<file path="src/rtl/plist_pkg.sv">
// package for the positional list engine: request and status codes,
// controller states and the per-cell control struct
// no dependencies
package plist_pkg;

  // default sizing
  localparam int CAPACITY_DEF   = 16;
  localparam int DATA_WIDTH_DEF = 32;

  // fixed port field widths
  localparam int REQ_W  = 2;
  localparam int POS_W  = 5;
  localparam int VAL_W  = 32;
  localparam int STAT_W = 2;

  // request codes; the fourth code is unused and reported as out of range
  typedef enum logic [REQ_W-1:0] {
    REQ_INSERT = 2'd0,
    REQ_REMOVE = 2'd1,
    REQ_FIND   = 2'd2
  } req_e;

  // status codes
  typedef enum logic [STAT_W-1:0] {
    ST_OK    = 2'd0,
    ST_RANGE = 2'd1,
    ST_FULL  = 2'd2
  } status_e;

  // controller states
  typedef enum logic [1:0] {
    S_IDLE   = 2'd0,
    S_EXEC   = 2'd1,
    S_SCAN   = 2'd2,
    S_RESULT = 2'd3
  } state_e;

  // broadcast control to every cell of the chain
  typedef struct packed {
    logic ins;
    logic rem;
    logic cmp;
  } cell_ctrl_t;

endpackage

</file>
<file path="src/rtl/plist_cell.sv">
// one storage cell of the list chain: holds an item, shifts with its
// neighbors on insert and remove, and flags a match on find
// depends on plist_pkg
module plist_cell #(
  parameter int DATA_WIDTH = plist_pkg::DATA_WIDTH_DEF,
  parameter int PW         = plist_pkg::POS_W,
  parameter int IDX        = 0
) (
  input  logic                   clk_i,
  input  plist_pkg::cell_ctrl_t  ctrl_i,
  input  logic [PW-1:0]          pos_i,
  input  logic [PW-1:0]          count_i,
  input  logic [DATA_WIDTH-1:0]  value_i,
  input  logic [DATA_WIDTH-1:0]  left_i,
  input  logic [DATA_WIDTH-1:0]  right_i,
  output logic [DATA_WIDTH-1:0]  data_o,
  output logic                   match_o,
  output logic                   last_o
);

  localparam logic [PW-1:0] MY_POS   = PW'(IDX);
  localparam logic [PW-1:0] NEXT_POS = PW'(IDX + 1);

  logic [DATA_WIDTH-1:0] data_q, data_d;
  logic                  match_q, match_d;
  logic [PW-1:0]         ins_pos;

  // insert position clamped to the end of the list
  assign ins_pos = (pos_i > count_i) ? count_i : pos_i;

  // shift / load selection
  always_comb begin
    data_d = data_q;
    if (ctrl_i.ins) begin
      if (MY_POS > ins_pos) begin
        data_d = left_i;
      end else if (MY_POS == ins_pos) begin
        data_d = value_i;
      end
    end else if (ctrl_i.rem) begin
      if (MY_POS >= pos_i) begin
        data_d = right_i;
      end
    end
  end

  // match flag, only for cells inside the list
  always_comb begin
    match_d = match_q;
    if (ctrl_i.cmp) begin
      match_d = (MY_POS < count_i) && (data_q == value_i);
    end
  end

  always_ff @(posedge clk_i) begin
    data_q  <= data_d;
    match_q <= match_d;
  end

  assign data_o  = data_q;
  assign match_o = match_q;
  assign last_o  = (NEXT_POS == count_i);

endmodule

</file>
<file path="src/rtl/positional_list_engine.sv">
// top level of the positional list engine: controller, chain of cells,
// find scan and result registers
// depends on plist_pkg and plist_cell
//
// channel   direction  handshake               payload
// request   in         start && !busy          req_type_i, item_position_i, item_value_i
// result    out        done_o (one cycle)      status_o, found_position_o, front_item_o,
//                                              back_item_o, item_count_o, list_empty_o
//
// insert and remove pass through exec, where the chain shifts, and result,
// where the result is registered; the strobe is then shown back in idle.
// find adds a scan state between exec and result, where the match flags are
// scanned eight cells per cycle from the front until a hit or the last chunk.
// rst_ni clears the controller and the count; cell contents are not reset.
// the result strobe cannot be stalled; the next request may transfer in the
// cycle the strobe is shown.
module positional_list_engine #(
  parameter int CAPACITY   = plist_pkg::CAPACITY_DEF,
  parameter int DATA_WIDTH = plist_pkg::DATA_WIDTH_DEF
) (
  input  logic                          clk_i,
  input  logic                          rst_ni,
  input  logic                          start,
  output logic                          busy,
  input  logic [plist_pkg::REQ_W-1:0]   req_type_i,
  input  logic [plist_pkg::POS_W-1:0]   item_position_i,
  input  logic signed [plist_pkg::VAL_W-1:0] item_value_i,
  output logic                          done_o,
  output logic [plist_pkg::STAT_W-1:0]  status_o,
  output logic [plist_pkg::POS_W-1:0]   found_position_o,
  output logic signed [plist_pkg::VAL_W-1:0] front_item_o,
  output logic signed [plist_pkg::VAL_W-1:0] back_item_o,
  output logic [plist_pkg::POS_W-1:0]   item_count_o,
  output logic                          list_empty_o
);

  localparam int CNT_W = $clog2(CAPACITY + 1);
  localparam int PW    = (CNT_W > plist_pkg::POS_W) ? CNT_W : plist_pkg::POS_W;
  localparam int NCH   = (CAPACITY + 7) / 8;
  localparam int CH_W  = (NCH > 1) ? $clog2(NCH) : 1;
  localparam logic [PW-1:0]   CAP_P    = PW'(CAPACITY);
  localparam logic [CH_W-1:0] LAST_CH  = CH_W'(NCH - 1);

  plist_pkg::state_e     state_q, state_d;
  logic [CNT_W-1:0]      count_q, count_d;
  logic [PW-1:0]         count_p;
  logic [plist_pkg::REQ_W-1:0] req_q;
  logic [PW-1:0]         pos_q;
  logic [DATA_WIDTH-1:0] val_q;
  logic [plist_pkg::STAT_W-1:0] status_q;
  logic [PW-1:0]         found_q;
  logic [CH_W-1:0]       chunk_q;
  logic                  done_q;

  plist_pkg::cell_ctrl_t ctrl;
  logic                  accept;
  logic                  do_ins, do_rem, is_find;

  logic [DATA_WIDTH-1:0] cell_data [CAPACITY];
  logic [CAPACITY-1:0]   cell_match;
  logic [CAPACITY-1:0]   cell_last;
  logic [NCH*8-1:0]      match_pad;
  logic [7:0]            chunk_bits;
  logic                  chunk_hit;
  logic [2:0]            chunk_ffs;

  logic signed [63:0]    val_wide;
  logic [DATA_WIDTH-1:0] back_data;
  logic signed [DATA_WIDTH-1:0] front_s, back_s;
  logic signed [63:0]    front_wide, back_wide;

  assign count_p = PW'(count_q);
  assign accept  = start && !busy;

  // request decode against the current count
  assign do_ins  = (req_q == plist_pkg::REQ_INSERT) && (count_p < CAP_P);
  assign do_rem  = (req_q == plist_pkg::REQ_REMOVE) && (pos_q < count_p);
  assign is_find = (req_q == plist_pkg::REQ_FIND);

  // value brought to the cell width
  assign val_wide = 64'(item_value_i);

  // next state
  always_comb begin
    state_d = state_q;
    case (state_q)
      plist_pkg::S_IDLE: begin
        if (start) state_d = plist_pkg::S_EXEC;
      end
      plist_pkg::S_EXEC: begin
        state_d = is_find ? plist_pkg::S_SCAN : plist_pkg::S_RESULT;
      end
      plist_pkg::S_SCAN: begin
        if (chunk_hit || (chunk_q == LAST_CH)) state_d = plist_pkg::S_RESULT;
      end
      plist_pkg::S_RESULT: begin
        state_d = plist_pkg::S_IDLE;
      end
      default: state_d = plist_pkg::S_IDLE;
    endcase
  end

  // controller outputs
  always_comb begin
    busy = 1'b1;
    ctrl = '0;
    case (state_q)
      plist_pkg::S_IDLE: begin
        busy = 1'b0;
      end
      plist_pkg::S_EXEC: begin
        ctrl.ins = do_ins;
        ctrl.rem = do_rem;
        ctrl.cmp = is_find;
      end
      plist_pkg::S_SCAN:   ;
      plist_pkg::S_RESULT: ;
      default:             ;
    endcase
  end

  // count update
  always_comb begin
    count_d = count_q;
    if (ctrl.ins) begin
      count_d = count_q + CNT_W'(1);
    end else if (ctrl.rem) begin
      count_d = count_q - CNT_W'(1);
    end
  end

  always_ff @(posedge clk_i or negedge rst_ni) begin
    if (!rst_ni) begin
      state_q <= plist_pkg::S_IDLE;
      count_q <= '0;
      done_q  <= 1'b0;
    end else begin
      state_q <= state_d;
      count_q <= count_d;
      done_q  <= (state_q == plist_pkg::S_RESULT);
    end
  end

  // chain of cells
  for (genvar i = 0; i < CAPACITY; i++) begin : g_cell
    logic [DATA_WIDTH-1:0] left_data, right_data;
    if (i == 0) begin : g_head
      assign left_data = '0;
    end else begin : g_mid_l
      assign left_data = cell_data[i-1];
    end
    if (i == CAPACITY - 1) begin : g_tail
      assign right_data = cell_data[i];
    end else begin : g_mid_r
      assign right_data = cell_data[i+1];
    end
    plist_cell #(
      .DATA_WIDTH (DATA_WIDTH),
      .PW         (PW),
      .IDX        (i)
    ) u_cell (
      .clk_i   (clk_i),
      .ctrl_i  (ctrl),
      .pos_i   (pos_q),
      .count_i (count_p),
      .value_i (val_q),
      .left_i  (left_data),
      .right_i (right_data),
      .data_o  (cell_data[i]),
      .match_o (cell_match[i]),
      .last_o  (cell_last[i])
    );
  end

  // find scan, eight match flags per cycle
  assign match_pad  = (NCH*8)'(cell_match);
  assign chunk_bits = match_pad[chunk_q*8 +: 8];
  assign chunk_hit  = |chunk_bits;

  always_comb begin
    chunk_ffs = 3'd0;
    for (int b = 7; b >= 0; b--) begin
      if (chunk_bits[b]) chunk_ffs = 3'(b);
    end
  end

  // back item: and-or over the one cell flagged as last
  always_comb begin
    back_data = '0;
    for (int c = 0; c < CAPACITY; c++) begin
      back_data = back_data | (cell_data[c] & {DATA_WIDTH{cell_last[c]}});
    end
  end

  assign front_s    = (count_q == '0) ? '0 : cell_data[0];
  assign back_s     = back_data;
  assign front_wide = 64'(front_s);
  assign back_wide  = 64'(back_s);

  // request latch, status, scan position and result registers
  always_ff @(posedge clk_i) begin
    if (accept) begin
      req_q <= req_type_i;
      pos_q <= PW'(item_position_i);
      val_q <= val_wide[DATA_WIDTH-1:0];
    end
    if (state_q == plist_pkg::S_EXEC) begin
      found_q <= '0;
      chunk_q <= '0;
      if (req_q == plist_pkg::REQ_INSERT) begin
        status_q <= do_ins ? plist_pkg::ST_OK : plist_pkg::ST_FULL;
      end else if (req_q == plist_pkg::REQ_REMOVE) begin
        status_q <= do_rem ? plist_pkg::ST_OK : plist_pkg::ST_RANGE;
      end else if (is_find) begin
        status_q <= plist_pkg::ST_OK;
      end else begin
        status_q <= plist_pkg::ST_RANGE;
      end
    end
    if (state_q == plist_pkg::S_SCAN) begin
      chunk_q <= chunk_q + CH_W'(1);
      if (chunk_hit) begin
        found_q <= PW'({chunk_q, chunk_ffs});
      end else if (chunk_q == LAST_CH) begin
        found_q <= count_p;
      end
    end
    if (state_q == plist_pkg::S_RESULT) begin
      status_o         <= status_q;
      found_position_o <= plist_pkg::POS_W'(found_q);
      front_item_o     <= front_wide[plist_pkg::VAL_W-1:0];
      back_item_o      <= back_wide[plist_pkg::VAL_W-1:0];
      item_count_o     <= plist_pkg::POS_W'(count_q);
      list_empty_o     <= (count_q == '0);
    end
  end

  assign done_o = done_q;

  // checks
  a_done_idle : assert property (@(posedge clk_i) disable iff (!rst_ni)
    done_o |-> !busy)
    else $error("result strobe while busy");

  a_accept_busy : assert property (@(posedge clk_i) disable iff (!rst_ni)
    (start && !busy) |=> (busy && !done_o))
    else $error("request transfer did not start work");

  a_count_cap : assert property (@(posedge clk_i) disable iff (!rst_ni)
    PW'(count_q) <= CAP_P)
    else $error("item count beyond capacity");

endmodule

</file>
<file path="config.mk">
export PLATFORM = sky130hd
export DESIGN_NAME = positional_list_engine
export DESIGN_NICKNAME = d
export VERILOG_FILES = /design/src/rtl/plist_pkg.sv /design/src/rtl/plist_cell.sv /design/src/rtl/positional_list_engine.sv
export SDC_FILE = /design/constraint.sdc
export NUM_CORES = 2
export LEC_CHECK = 0
export ABC_AREA = 1
export BUFFER_PORTS_ARGS = -buffer_cell sky130_fd_sc_hd__buf_4
export CORE_UTILIZATION = 40
export DETAILED_ROUTE_END_ITERATION = 8
export SLEW_MARGIN = 20
export SYNTH_ARGS = -nofsm -noshare
export SYNTH_HDL_FRONTEND = slang
export SYNTH_SLANG_ARGS = --single-unit
</file>
<file path="constraint.sdc">
create_clock -name clk_i -period 5.7 [get_ports clk_i]
set_input_delay 1.14 -clock clk_i [delete_from_list [all_inputs] [get_ports clk_i]]
set_output_delay 1.14 -clock clk_i [all_outputs]
set_load 0.01 [all_outputs]
</file>
==> results.json <==
{
  "hold_buffers": 0,
  "place_area_mm2": 0.0440,
  "post-route-period-util_pct": 79.7,
  "cts_tree": "yes",
  "die_area_mm2": 0.105,
  "rsz0062_at_grt": "no",
  "yosysUniqueCellTypes": 53,
  "post_cts_buffers": 0,
  "drt_iter0_drc": 8804,
  "synth_edf_count": 647,
  "cts_resized": 0,
  "path_cells": "inv_1, ha_1, nand2_1, nor2_2, nand2_1, nand3_2, nand2_2, nand2_1, nand2_2, nor2_8, buf_4, nand3_4, inv_4, nand2_1, nand3_1, o21ai_1",
  "via_count": 44400,
  "dp.final_hpwl_mm": 196,
  "ys_seq_area_share_pct": 47.4,
  "post-route-min-period_ps": 4540,
  "power_mw": 25.7,
  "timing.fmax_mhz": 220,
  "clk_path_buf_depth": 3,
  "pwr-share-comb_pct": 51.0,
  "finalSetupTns_ps": 0,
  "synthArstFlopShare_pct": 1.21,
  "finalHoldViolCount": 0,
  "max_cap_violations": 0,
  "synth_fp_nets": 5237,
  "drv_slew": 0,
  "drive_above_1_share_pct": 9.68,
  "antenna_found_initial": 20,
  "track_usage_pct": 49.2,
  "numCtsBuffers": 83,
  "hp-class": "in2async",
  "ir_worst_vdd_v": 0.000629,
  "p_int_mw": 12.5,
  "final_common_cell": "nand2_1",
  "p_leak_nw": 18.2,
  "htreeDepth": 3,
  "crit_fanout": 37,
  "switching_power_mw": 13.1,
  "final_util_pct": 45.5,
  "setup_viol": 0,
  "synthFlopType": "edfxtp_1",
  "nets": 5225,
  "grt_pass1_vias": 39700,
  "via_per_inst": 6.72,
  "slew_headroom_pct": 14.6,
  "final_cell_mix": "nand2_1, edfxtp_1, inv_1",
  "power.density_mw_per_mm2": 550,
  "finalInstanceArea_mm2": 0.0467,
  "core-area_mm2": 0.102,
  "wl_per_cell_um": 40.5,
  "ys.warnings.count": 0,
  "avgSynthCellArea_um2": 8.03,
  "pin_count": 121,
  "cts_sinks": 660,
  "crit_path_end_kind": "flop",
  "fp.dieW_um": 324,
  "critPathArrivalTime_ps": 4930,
  "syn_to_final_growth_pct": 12.2,
  "clkLatencyLatePin_ps": 690,
  "cp-start-kind": "flop",
  "worst_clock_skew_ps": 33.2,
  "portBuffers": 120,
  "row_count": 117,
  "overflow": 0,
  "drt_pre_antenna_iters": 8,
  "cts.reportedPaths.clkPinSlew_ps": 70,
  "criticalPathCategory": "reg2reg",
  "critical-path-slowest-cell": "nand3_4",
  "cp_slowest_stage_delay_ps": 590,
  "tightestPinTransition_ps": 1280,
  "cts-root-buf": "clkbuf_16",
  "switching_share_pct": 51.2,
  "drc_errors": 0,
  "seq_power_share_pct": 27.4,
  "die_h_um": 324,
  "synth_area_mm2": 0.0416,
  "grt_pass1_wl_mm": 354,
  "synth_cells": 5180,
  "crit_top_cell": "nand2_1",
  "pwr-share-clk_pct": 21.5,
  "drtAntennaViolNets": 0,
  "drt_wl_total_mm": 267,
  "cp.required_ps": 6090,
  "status": "finished clean",
  "start_util_pct": 40.6,
  "gp_congestion": 1.10,
  "ys_ff_latch": 660,
  "grt_max_degree": 171
}
[per-stage QoR]
| stage | setup WS [ps] | hold slack (ps) | cells |
|---|---|---|---|
| after floorplan | 771 | 400 | 5180 |
| after global placement | 1460 | 403 | 6450 |
| after detailed placement | 1380 | 406 | 6450 |
| after CTS | 1380 | 279 | 6596 |
| after global routing | 1080 | 303 | 6597 |
| final | 1160 | 305 | 6604 |
[final timing paths]
check	depth (start not counted)	endpoint	start	slack [ps]
setup / recovery	16	g_cell[3].u_cell.data_o[19]$_DFFE_PP_	count_p[1]$_DFFE_PN0P_	1160
hold / removal	1	count_p[2]$_DFFE_PN0P_	rst_ni	300
setup reg to reg	16	g_cell[3].u_cell.data_o[19]$_DFFE_PP_	count_p[1]$_DFFE_PN0P_	1160
hold reg to reg	0	status_o[0]$_DFFE_PP_	status_q[0]$_SDFFCE_PN0P_	430
max in group asynchronous	1	count_p[4]$_DFFE_PN0P_	rst_ni	5240
min in group clk_i	0	status_o[0]$_DFFE_PP_	status_q[0]$_SDFFCE_PN0P_	430
[critical path: cells and delay by family, from the launching register on]
family | cells | cell delay, ps
and+or+nand+nor | 11 | 1830
adders and majority gates | 1 | 360
DFF | 1 | 560
buffers and inverters | 3 | 1340
AOI/OAI and AO/OA | 1 | 100
[synth_stat cells, types with 12 or more instances]
library cell / n / area share (%)
xor2_1: 59 / 1.2
a21oi_1: 155 / 1.9
nand3_1: 378 / 4.5
o211ai_1: 37 / 0.67
buf_6: 13 / 0.35
clkbuf_1: 225 / 2.0
edfxtp_1: 647 / 47
inv_1: 464 / 4.2
nand4_1: 65 / 0.98
nand3b_1: 14 / 0.25
buf_4: 17 / 0.31
buf_1: 52 / 0.47
buf_2: 74 / 0.89
o2111ai_1: 49 / 1.0
nor3_1: 18 / 0.22
ha_1: 15 / 0.45
a221oi_1: 91 / 1.9
o21ai_0: 400 / 4.8
xnor2_1: 122 / 2.6
inv_2: 12 / 0.11
or2_2: 13 / 0.20
o21ai_2: 14 / 0.29
o22ai_1: 203 / 3.1
o221ai_1: 16 / 0.34
o21ai_1: 157 / 1.9
nand2_1: 1540 / 14
nor4_1: 48 / 0.72
nor2_1: 191 / 1.7
[sequential cells by signal, summed over array words and instances, names as in the netlist]
name,flops
req_q,2
g_cell.u_cell.data_o,512
chunk_q,1
found_q,5
state_q,2
back_item_o,32
g_cell.u_cell.match_o,16
status_q,2
count_p,5
val_q,32
item_count_o,5
status_o,2
found_position_o,5
front_item_o,32
pos_q,5
done_o,1
list_empty_o,1
[per-layer routing]
| metal | up-vias | GRT usage, % | routed length, um |
|---|---|---|---|
| met3 | 856 | 17.2 | 40000 |
| met2 | 4238 | 66.9 | 105000 |
| met1 | 21400 | 64.0 | 98800 |
| met5 | - | 0.815 | 230 |
| met4 | 16 | 36.1 | 23700 |
| li1 | 17900 | - | - |
[cell type report]
class / instances / area, um^2
timing repair buffer: 284 / 2170
clock buffer: 104 / 2240
antenna: 7 / 17.5
sequential: 660 / 19700
clock inverter: 42 / 437
tap: 1368 / 1710
multi-input combinational: 3655 / 18500
fill: 10400 / 55800
inverter: 484 / 1830
[logic make-up (layout without fill, tap and decap cells)]
kind of cell	Yosys count	in the layout	share of synthesized area (%)
xor+xnor	181	181	3.81
fa+ha+maj	15	15	0.451
flops	660	660	47.4
simple gates	2304	2304	23.4
other cells	0	7	0
compound gates	1151	1151	16.4
buf+inv	865	914	8.43
mux	4	4	0.0963
[power groups by stage]
stage / Clock, mW / Combinational (mW) / Sequential, mW
after detailed placement: 0 / 12.3 / 7.10
after floorplan: 0 / 7.20 / 6.90
after global routing: 5.65 / 13.3 / 7.07
final: 5.52 / 13.1 / 7.05
after CTS: 5.50 / 12.4 / 7.00
after global placement: 0 / 12.3 / 7.09
Power figures use the tool's default switching activity.
